### src/assert_macros.svh
// Assertion helpers for the RTL file that carries checks, assembly_source_tokenizer.sv.
`ifndef ASSERT_MACROS_SVH
`define ASSERT_MACROS_SVH

// Property checked on every rising clock edge outside of reset.
`define AST_ASSERT(label, prop, msg) \
  label: assert property (@(posedge clk_i) disable iff (!rst_ni) (prop)) else $error(msg);

// Property checked on every rising clock edge, reset included.
`define AST_ASSERT_ANY(label, prop, msg) \
  label: assert property (@(posedge clk_i) (prop)) else $error(msg);

`endif

### src/ast_pkg.sv
`timescale 1ns / 1ps

package ast_pkg;

  // Width of the count fields on the result ports.
  localparam int unsigned TOK_W = 16;
  // Default width of the line, column and length counters.
  localparam int unsigned COUNT_BITS_DEF = 16;
  // Most results that one character can cause.
  localparam int unsigned RES_DEPTH = 2;

  // Character codes.
  localparam logic [7:0] CH_SEMI     = 8'h3B;
  localparam logic [7:0] CH_COMMA    = 8'h2C;
  localparam logic [7:0] CH_COLON    = 8'h3A;
  localparam logic [7:0] CH_EQUAL    = 8'h3D;
  localparam logic [7:0] CH_LPAREN   = 8'h28;
  localparam logic [7:0] CH_RPAREN   = 8'h29;
  localparam logic [7:0] CH_LBRACE   = 8'h7B;
  localparam logic [7:0] CH_RBRACE   = 8'h7D;
  localparam logic [7:0] CH_LBRACKET = 8'h5B;
  localparam logic [7:0] CH_RBRACKET = 8'h5D;
  localparam logic [7:0] CH_QUOTE    = 8'h22;
  localparam logic [7:0] CH_SPACE    = 8'h20;
  localparam logic [7:0] CH_TAB      = 8'h09;
  localparam logic [7:0] CH_NL       = 8'h0A;
  localparam logic [7:0] CH_UNDER    = 8'h5F;
  localparam logic [7:0] CH_UPPER_A  = 8'h41;
  localparam logic [7:0] CH_UPPER_Z  = 8'h5A;
  localparam logic [7:0] CH_LOWER_A  = 8'h61;
  localparam logic [7:0] CH_LOWER_Z  = 8'h7A;
  localparam logic [7:0] CH_DIGIT_0  = 8'h30;
  localparam logic [7:0] CH_DIGIT_9  = 8'h39;

  typedef enum logic [2:0] {
    MODE_IDLE    = 3'd0,
    MODE_IDENT   = 3'd1,
    MODE_NUMBER  = 3'd2,
    MODE_STRING  = 3'd3,
    MODE_COMMENT = 3'd4,
    MODE_DROP    = 3'd5
  } mode_e;

  typedef enum logic [3:0] {
    TOK_COMMA    = 4'd0,
    TOK_COLON    = 4'd1,
    TOK_ASSIGN   = 4'd2,
    TOK_LPAREN   = 4'd3,
    TOK_RPAREN   = 4'd4,
    TOK_LBRACE   = 4'd5,
    TOK_RBRACE   = 4'd6,
    TOK_LBRACKET = 4'd7,
    TOK_RBRACKET = 4'd8,
    TOK_IDENT    = 4'd9,
    TOK_NUMBER   = 4'd10,
    TOK_STRING   = 4'd11,
    TOK_NEWLINE  = 4'd12,
    TOK_ERROR    = 4'd13
  } tok_kind_e;

  typedef enum logic [1:0] {
    ERR_NONE    = 2'd0,
    ERR_UNTERM  = 2'd1,
    ERR_UNEXPEC = 2'd2
  } err_e;

  // One result item.
  typedef struct packed {
    tok_kind_e        kind;
    logic [TOK_W-1:0] len;
    logic [TOK_W-1:0] line;
    logic [TOK_W-1:0] col;
    err_e             err;
    logic             run_end;
  } res_t;

endpackage

### src/ast_step.sv
`timescale 1ns / 1ps

module ast_step import ast_pkg::*; #(
  parameter int unsigned COUNT_BITS = COUNT_BITS_DEF
) (
  input  mode_e                 mode_i,
  input  logic [COUNT_BITS-1:0] line_i,
  input  logic [COUNT_BITS-1:0] col_i,
  input  logic [COUNT_BITS-1:0] len_i,
  input  logic [7:0]            ch_i,
  input  logic                  fin_i,
  output mode_e                 mode_o,
  output logic [COUNT_BITS-1:0] line_o,
  output logic [COUNT_BITS-1:0] col_o,
  output logic [COUNT_BITS-1:0] len_o,
  output res_t [1:0]            res_o,
  output logic [1:0]            nres_o
);

  localparam logic [COUNT_BITS-1:0] CNT_MAX = '1;
  localparam logic [COUNT_BITS-1:0] CNT_ONE = COUNT_BITS'(1);

  function automatic logic [COUNT_BITS-1:0] sat_inc(logic [COUNT_BITS-1:0] v);
    return (v == CNT_MAX) ? v : v + CNT_ONE;
  endfunction

  // Fit a counter to the port width: zero-extend or keep the low bits.
  function automatic logic [TOK_W-1:0] fit(logic [COUNT_BITS-1:0] v);
    logic [COUNT_BITS+TOK_W-1:0] w;
    w = {{TOK_W{1'b0}}, v};
    return w[TOK_W-1:0];
  endfunction

  function automatic res_t mk_res(tok_kind_e k, logic [COUNT_BITS-1:0] ln, err_e e,
                                  logic [COUNT_BITS-1:0] li, logic [COUNT_BITS-1:0] cl);
    res_t r;
    r.kind    = k;
    r.len     = fit(ln);
    r.line    = fit(li);
    r.col     = fit(cl);
    r.err     = e;
    r.run_end = 1'b0;
    return r;
  endfunction

  // Character classes.
  logic      is_alpha, is_digit, is_ident, is_punct;
  tok_kind_e punct_kind;

  assign is_alpha = ((ch_i >= CH_UPPER_A) && (ch_i <= CH_UPPER_Z)) ||
                    ((ch_i >= CH_LOWER_A) && (ch_i <= CH_LOWER_Z));
  assign is_digit = (ch_i >= CH_DIGIT_0) && (ch_i <= CH_DIGIT_9);
  assign is_ident = is_alpha || is_digit || (ch_i == CH_UNDER);

  always_comb begin
    is_punct   = 1'b1;
    punct_kind = TOK_COMMA;
    case (ch_i)
      CH_COMMA:    punct_kind = TOK_COMMA;
      CH_COLON:    punct_kind = TOK_COLON;
      CH_EQUAL:    punct_kind = TOK_ASSIGN;
      CH_LPAREN:   punct_kind = TOK_LPAREN;
      CH_RPAREN:   punct_kind = TOK_RPAREN;
      CH_LBRACE:   punct_kind = TOK_LBRACE;
      CH_RBRACE:   punct_kind = TOK_RBRACE;
      CH_LBRACKET: punct_kind = TOK_LBRACKET;
      CH_RBRACKET: punct_kind = TOK_RBRACKET;
      default:     is_punct   = 1'b0;
    endcase
  end

  // One scan step: results are filled in order, slot n[0] next.
  mode_e                 m;
  logic [COUNT_BITS-1:0] l, co, tl;
  logic [1:0]            n;
  logic                  failed, do_idle, more;
  tok_kind_e             run_kind;
  res_t [1:0]            r;

  always_comb begin
    m        = mode_i;
    l        = line_i;
    co       = col_i;
    tl       = len_i;
    n        = 2'd0;
    failed   = 1'b0;
    do_idle  = 1'b0;
    r        = '0;
    more     = (mode_i == MODE_IDENT) ? is_ident : is_digit;
    run_kind = (mode_i == MODE_IDENT) ? TOK_IDENT : TOK_NUMBER;

    case (mode_i)
      MODE_DROP: begin
        m = MODE_DROP;
      end
      MODE_IDENT, MODE_NUMBER: begin
        if (more) begin
          tl = sat_inc(tl);
          if (!fin_i) co = sat_inc(co);
          if (fin_i) begin
            r[n[0]] = mk_res(run_kind, tl, ERR_NONE, l, co);
            n       = n + 2'd1;
          end
        end else begin
          // The run ends here; the character is scanned again from idle.
          r[n[0]] = mk_res(run_kind, tl, ERR_NONE, l, co);
          n       = n + 2'd1;
          m       = MODE_IDLE;
          do_idle = 1'b1;
        end
      end
      MODE_STRING: begin
        if (ch_i == CH_QUOTE) begin
          r[n[0]] = mk_res(TOK_STRING, tl, ERR_NONE, l, co);
          n       = n + 2'd1;
          if (!fin_i) co = sat_inc(co);
          m = MODE_IDLE;
        end else begin
          tl = sat_inc(tl);
          if (!fin_i) co = sat_inc(co);
          if (fin_i) begin
            r[n[0]] = mk_res(TOK_ERROR, '0, ERR_UNTERM, l, co);
            n       = n + 2'd1;
            failed  = 1'b1;
          end
        end
      end
      MODE_COMMENT: begin
        if (ch_i != CH_NL) begin
          if (!fin_i) co = sat_inc(co);
        end else begin
          m       = MODE_IDLE;
          do_idle = 1'b1;
        end
      end
      default: begin
        m       = MODE_IDLE;
        do_idle = 1'b1;
      end
    endcase

    // Start of a new token or a separator.
    if (do_idle) begin
      if (is_punct) begin
        if (!fin_i) co = sat_inc(co);
        r[n[0]] = mk_res(punct_kind, CNT_ONE, ERR_NONE, l, co);
        n       = n + 2'd1;
      end else if (ch_i == CH_QUOTE) begin
        if (!fin_i) co = sat_inc(co);
        tl = '0;
        m  = MODE_STRING;
        if (fin_i) begin
          r[n[0]] = mk_res(TOK_ERROR, '0, ERR_UNTERM, l, co);
          n       = n + 2'd1;
          failed  = 1'b1;
        end
      end else if (ch_i == CH_SEMI) begin
        m = MODE_COMMENT;
        if (!fin_i) co = sat_inc(co);
      end else if ((ch_i == CH_SPACE) || (ch_i == CH_TAB)) begin
        if (!fin_i) co = sat_inc(co);
      end else if (ch_i == CH_NL) begin
        if (!fin_i) co = sat_inc(co);
        r[n[0]] = mk_res(TOK_NEWLINE, CNT_ONE, ERR_NONE, l, co);
        n       = n + 2'd1;
        l       = sat_inc(l);
        co      = CNT_ONE;
      end else if (is_alpha || is_digit) begin
        m  = is_alpha ? MODE_IDENT : MODE_NUMBER;
        tl = CNT_ONE;
        if (!fin_i) co = sat_inc(co);
        if (fin_i) begin
          r[n[0]] = mk_res(is_alpha ? TOK_IDENT : TOK_NUMBER, tl, ERR_NONE, l, co);
          n       = n + 2'd1;
        end
      end else begin
        r[n[0]] = mk_res(TOK_ERROR, '0, ERR_UNEXPEC, l, co);
        n       = n + 2'd1;
        failed  = 1'b1;
      end
    end

    // The end of the text restores the reset state; an error starts dropping.
    if (fin_i) begin
      m  = MODE_IDLE;
      l  = CNT_ONE;
      co = CNT_ONE;
      tl = '0;
    end else if (failed) begin
      m = MODE_DROP;
    end

    r[0].run_end = (n == 2'd1);
    r[1].run_end = (n == 2'd2);
  end

  assign mode_o = m;
  assign line_o = l;
  assign col_o  = co;
  assign len_o  = tl;
  assign res_o  = r;
  assign nres_o = n;

endmodule

### src/ast_res_fifo.sv
`timescale 1ns / 1ps

module ast_res_fifo import ast_pkg::*; (
  input  logic       clk_i,
  input  logic       rst_ni,
  input  logic [1:0] wr_cnt_i,
  input  res_t [1:0] wr_data_i,
  output logic       rd_valid_o,
  input  logic       rd_ready_i,
  output res_t       rd_data_o,
  output logic [1:0] free_o
);

  res_t       mem_q [RES_DEPTH];
  logic [1:0] count_q, count_d;
  logic       head_q, head_d;
  logic       pop, tail;

  assign rd_valid_o = (count_q != 2'd0);
  assign rd_data_o  = mem_q[head_q];
  assign pop        = rd_valid_o && rd_ready_i;

  // Slots open to a write in this cycle, the one read out now included.
  assign free_o  = 2'd2 - count_q + {1'b0, pop};
  assign count_d = count_q - {1'b0, pop} + wr_cnt_i;
  assign head_d  = head_q ^ pop;
  assign tail    = head_q ^ count_q[0];

  always_ff @(posedge clk_i or negedge rst_ni) begin
    if (!rst_ni) begin
      count_q <= 2'd0;
      head_q  <= 1'b0;
    end else begin
      count_q <= count_d;
      head_q  <= head_d;
    end
  end

  // Result storage, written in order at the tail.
  always_ff @(posedge clk_i) begin
    if (wr_cnt_i != 2'd0) begin
      mem_q[tail] <= wr_data_i[0];
    end
    if (wr_cnt_i == 2'd2) begin
      mem_q[~tail] <= wr_data_i[1];
    end
  end

endmodule

### src/assembly_source_tokenizer.sv
`timescale 1ns / 1ps
`include "assert_macros.svh"

// Character-stream tokenizer for assembly source. One character is taken per
// clock cycle into an input register, unless the input register is held while
// its character's results do not fit the two-entry result buffer. The scan
// step between that register and the result buffer is combinational, so a
// character's results are registered into the result buffer when it leaves
// the input register. A character that ends an identifier or number and also
// gives a punctuation, newline or error token yields two results; the input
// then waits until the result buffer has two free slots. The rate is set by
// the result buffer's single read port. Results carry run_end on the last
// token that a character causes. After the final character the line and
// column counters return to 1 and the length counter returns to 0.
module assembly_source_tokenizer import ast_pkg::*; #(
  parameter int unsigned COUNT_BITS = COUNT_BITS_DEF
) (
  input  logic             clk_i,
  input  logic             rst_ni,
  input  logic             in_valid_i,
  output logic             in_ready_o,
  input  logic [7:0]       ch_i,
  input  logic             final_char_i,
  output logic             out_valid_o,
  input  logic             out_ready_i,
  output logic [3:0]       tok_kind_o,
  output logic [TOK_W-1:0] tok_len_o,
  output logic [TOK_W-1:0] tok_line_o,
  output logic [TOK_W-1:0] tok_col_o,
  output logic [1:0]       err_code_o,
  output logic             run_end_o
);

  localparam logic [COUNT_BITS-1:0] CNT_ONE = COUNT_BITS'(1);

  // Input register.
  logic       in_vld_q;
  logic [7:0] ch_q;
  logic       fin_q;
  logic       fire;

  // Scan state.
  mode_e                 mode_q, mode_d;
  logic [COUNT_BITS-1:0] line_q, line_d, col_q, col_d, len_q, len_d;

  res_t [1:0] step_res;
  logic [1:0] nres, free;
  res_t       head;
  logic       at_start;

  assign fire       = in_vld_q && (nres <= free);
  assign in_ready_o = !in_vld_q || fire;

  always_ff @(posedge clk_i or negedge rst_ni) begin
    if (!rst_ni) begin
      in_vld_q <= 1'b0;
    end else if (in_ready_o) begin
      in_vld_q <= in_valid_i;
    end
  end

  always_ff @(posedge clk_i) begin
    if (in_ready_o && in_valid_i) begin
      ch_q  <= ch_i;
      fin_q <= final_char_i;
    end
  end

  ast_step #(
    .COUNT_BITS(COUNT_BITS)
  ) u_step (
    .mode_i (mode_q),
    .line_i (line_q),
    .col_i  (col_q),
    .len_i  (len_q),
    .ch_i   (ch_q),
    .fin_i  (fin_q),
    .mode_o (mode_d),
    .line_o (line_d),
    .col_o  (col_d),
    .len_o  (len_d),
    .res_o  (step_res),
    .nres_o (nres)
  );

  // Scan state advances only when the character's results fit the buffer.
  always_ff @(posedge clk_i or negedge rst_ni) begin
    if (!rst_ni) begin
      mode_q <= MODE_IDLE;
      line_q <= CNT_ONE;
      col_q  <= CNT_ONE;
      len_q  <= '0;
    end else if (fire) begin
      mode_q <= mode_d;
      line_q <= line_d;
      col_q  <= col_d;
      len_q  <= len_d;
    end
  end

  ast_res_fifo u_res_fifo (
    .clk_i      (clk_i),
    .rst_ni     (rst_ni),
    .wr_cnt_i   (fire ? nres : 2'd0),
    .wr_data_i  (step_res),
    .rd_valid_o (out_valid_o),
    .rd_ready_i (out_ready_i),
    .rd_data_o  (head),
    .free_o     (free)
  );

  assign tok_kind_o = head.kind;
  assign tok_len_o  = head.len;
  assign tok_line_o = head.line;
  assign tok_col_o  = head.col;
  assign err_code_o = head.err;
  assign run_end_o  = head.run_end;

  // Checks on the scan state.
  assign at_start = (mode_q == MODE_IDLE) && (line_q == CNT_ONE) && (col_q == CNT_ONE);

  `AST_ASSERT(a_line_col_nonzero, (line_q != '0) && (col_q != '0), "line or column is zero")
  `AST_ASSERT(a_final_restarts, fire && fin_q |=> at_start, "final character left state set")
  `AST_ASSERT(a_drop_is_silent, fire && (mode_q == MODE_DROP) |-> (nres == 2'd0), "drop gave a token")

endmodule
### config.mk
export PLATFORM = sky130hd
export DESIGN_NAME = assembly_source_tokenizer
export DESIGN_NICKNAME = d
export VERILOG_FILES = /design/src/ast_pkg.sv /design/src/ast_step.sv /design/src/ast_res_fifo.sv /design/src/assembly_source_tokenizer.sv
export VERILOG_INCLUDE_DIRS = /design/src /design/src/src
export SDC_FILE = /design/constraint.sdc
export NUM_CORES = 1
export LEC_CHECK = 0
export BUFFER_PORTS_ARGS = -buffer_cell sky130_fd_sc_hd__clkbuf_2
export CAP_MARGIN = 10
export CORE_MARGIN = 1
export CORE_UTILIZATION = 50
export DETAILED_ROUTE_END_ITERATION = 16
export PLACE_DENSITY_LB_ADDON = 0.08
export REMOVE_ABC_BUFFERS = 1
export SLEW_MARGIN = 10
export SYNTH_ARGS = -nofsm -noshare
export SYNTH_HDL_FRONTEND = slang
export SYNTH_SLANG_ARGS = --single-unit
### constraint.sdc
create_clock -name clk_i -period 9.94 [get_ports clk_i]
set_input_delay 1.491 -clock clk_i [delete_from_list [all_inputs] [get_ports clk_i]]
set_output_delay 1.491 -clock clk_i [all_outputs]
set_load 0.05 [all_outputs]
==> results list <==
- Detailed Routing Iterations Pass 1: 9
- After the last flow step, the layout net total stands at ~1400.
- Yosys mapped a number of flops with a built-in enable equal to approximately 120.
* Highest net fanout along the worst path: 29
- Crit path capture type: flip-flop
- In the global route stage, overall resource usage came out at 0.329.
* Data required, critical path: 10270 ps
- Count of cells along the worst hold path: 2
* Clock-pin slew reported for the worst setup and hold paths after clock tree synthesis: around 70 ps
* Floorplan die area: approximately 0.026 mm^2
* Global-route wire length before repair: between 60 and 70 mm
- Starting Density: 0.514
* Row Count: between 50 and 60
* Clock tree from TritonCTS: done
- Fraction of registers with async set or reset after synthesis: 0.316
- The most critical setup path has its startpoint at mode_q[0].
- Number of clock sinks: approximately 170
- Number of standard cells after synthesis: 1395
* # DRC: 0
* Post-Route Setup TNS: 0 ps
* End of the worst register-to-register path: len_q[11]
* Max Buffers Root-to-Sink: 2
* Final count of negative-setup-slack endpoints: 0
- The path class of the tightest hold or removal check is flip-flop to flip-flop.
* Die W: 161 um
* Post-detailed-route count of antenna-violating nets: 0
* Final period utilization: 0.821
* Largest net degree at the start of global routing: 56
- Slew of the pin with the lowest slew margin: approximately 1100 ps
- In the layout the commonest cells are 125 x nor2_1, 119 x nand2_1, 119 x edfxtp_1, 102 x o21ai_0, 87 x a21oi_1.
- Hold timing on the final database bottoms out at a slack of about 550 ps.
- Clock tree synthesis inserted a total of 17 buffers.
- Quantity of gates resized following cts: 0
- After routing the design area is approximately 0.014 mm^2.
* Hold Path Origin: line_q[0]
- Final Hold Viols: 0
- The worst hold path terminates at line_q[0].
- Global placement routability congestion: around 0.97
- The final route contains 11984 vias.
- Total of hold buffers inserted after clock tree synthesis: 0
- Initial antenna violation count: 0
- Post-DR vias/cell: 6.84
- At the later pin of the worst-skew pair, clock insertion delay measures 440 ps.
* Result of the run: complete, no violations
- Number of I/O pins: 70
* Max capacitance violation total: 0
- Min Tclk post-route: between 8000 and 9000 ps
- Part of the Yosys area used for sequential elements: 0.391
- DP Area: 0.0132 mm^2
- Cell depth of the worst flop-to-flop path: 20
* Critical path data arrival time: 8490 ps
* Number of synthesized register bits: between 150 and 200
- Startpoint kind of the worst setup timing path: flip-flop
- The number of global-route vias before repair is 11137.
- Relative slew slack: 0.244
- In the synthesized netlist the dominant register cell turns out to be edfxtp_1.
* Count of pins over their slew limit: 0
- Total number of H-tree levels: 4
- Area Growth Syn to Fin: 9.13%
- Timing would allow up to about 120 MHz.
* Vert. Die Dim: about 160 um
- Cell area after synthesis: 0.0127 mm^2
* DP HPWL: 28.9 mm
- Register-to-register path setup slack: between 1500 and 2000 ps
- The synthesized netlist contains 110 unique library cells.
- On the final layout, the worst clock skew is roughly 18 ps.
* Fraction of layout cells with a size suffix above 1: 0.180
- Post-synthesis average cell area: 9.07 um^2
- Critical R2R Launch: mode_q[0]
* Mean routed wirelength per cell: ~24 um
- Once layout is complete, the utilization of the core stands at 0.561.
- Critical path start-end classification: flip-flop to flip-flop
- RSZ-0062 raised after global routing: no
- The region available for standard cell placement spans about 0.025 mm^2.
* Wirelength, routed: about 42 mm
* Most common cell after layout, fill and taps aside: nor2_1
- Grt total ovfl: 0
- Number of antenna diodes: 0
- In this run the clock root is driven by a clkbuf_16.
- The Yosys step of the flow raised 0 warnings.
- IO buf count: 69
* DRC violation total after the first TritonRoute iteration: 1543
- Number of setup buffers added after CTS: 0
area by class of cell:
| cell class | count | area, um^2 |
|---|---|---|
| inverters | 22 | 82.6 |
| multi-input cells | 1098 | 7200 |
| clock inverters | 14 | 148 |
| flip-flops and latches | 174 | 4950 |
| clock buffers | 18 | 429 |
| repair buffers | 102 | 593 |
| fillers | 2273 | 10800 |
| well taps | 324 | 405 |
worst max path at each step:
| stage | to | slack, ps | cells after the start |
|---|---|---|---|
| floorplan | u_res_fifo.mem_q[1][0] | 360 | 14 |
| global placement | len_q[10] | 2430 | 20 |
| detailed placement | len_q[11] | 2090 | 20 |
| CTS | len_q[11] | 2080 | 20 |
| global route | len_q[7] | 1380 | 19 |
| finish | len_q[11] | 1780 | 20 |
kinds of logic (layout without fill, tap and decap cells):
logic type,count (synthesis),in the layout,share of synthesized area
muxes,87,87,0.0755
AOI/OAI and AO/OA,416,416,0.226
DFF,174,174,0.391
buffers and inverters,123,156,0.0417
adders and majority gates,12,12,0.0117
xor gates and xnor gates,34,34,0.0235
and+or+nand+nor,549,549,0.230
synth_stat cells (all sizes together) (7+ instances only):
cell type,number,area share
mux2i,22,0.017
or3,7,0.0035
o21ai,108,0.043
clkbuf,64,0.019
o21a,7,0.0042
nand2,119,0.035
and3,28,0.014
a211oi,17,0.010
mux2,65,0.058
ha,10,0.0099
a311oi,10,0.0074
nor2b,8,0.0040
nand4,23,0.013
and2,55,0.027
a32oi,7,0.0048
buf,37,0.016
o211ai,15,0.0097
a21o,11,0.0065
nor2,127,0.038
a31oi,29,0.015
inv,22,0.0065
a221oi,9,0.0067
edfxtp,119,0.28
nor4,16,0.011
dfrtp,53,0.10
a22oi,17,0.010
o22ai,9,0.0044
nand2b,11,0.0054
and4,15,0.011
o31ai,17,0.011
a21oi,88,0.035
xnor2,16,0.011
xor2,18,0.012
nand3,62,0.025
nor3,45,0.018
critical path, stage by stage, from the launching register on:
cell      delay, ps
dfrtp_1         680
nor3b_4         380
o211ai_2        200
o211ai_1        570
and3_1          750
inv_2           470
ha_1            440
o211ai_1        100
o22ai_1         860
inv_1           100
ha_1            310
nand2_1          40
o21ai_0         130
nand2_1         590
nor2_1         1060
o41a_1          450
and2_1          240
o21ai_0         280
a21oi_1         230
o21ai_0          90
o31ai_1          80
metrics by stage:
step                      worst slack [ps]  std cells
after CTS                             2080       1752
after detailed placement              2090       1720
after global routing                  1380       1752
after global placement                2430       1720
final                                 1780       1752
after floorplan                        355       1294
registers in the layout, summed over array words and instances (netlist names):
name and count:
ch_q 8, col_q 16, fin_q 1, in_vld_q 1
len_q 16, line_q 16, mode_q 3, u_res_fifo.count_q 2
u_res_fifo.head_q 1, u_res_fifo.mem_q 110
layer usage:
metal | track usage | vias up | wire length, um
li1 | - | 5384 | -
met3 | 0.0562 | 126 | 4170
met5 | 0 | - | 0
met2 | 0.486 | 723 | 18200
met1 | 0.472 | 5751 | 18300
met4 | 0.149 | 0 | 1610
Power is left out: the tool's default activity adds up to more than one toggle a clock period on the data nets, which glitch-free logic cannot reach.
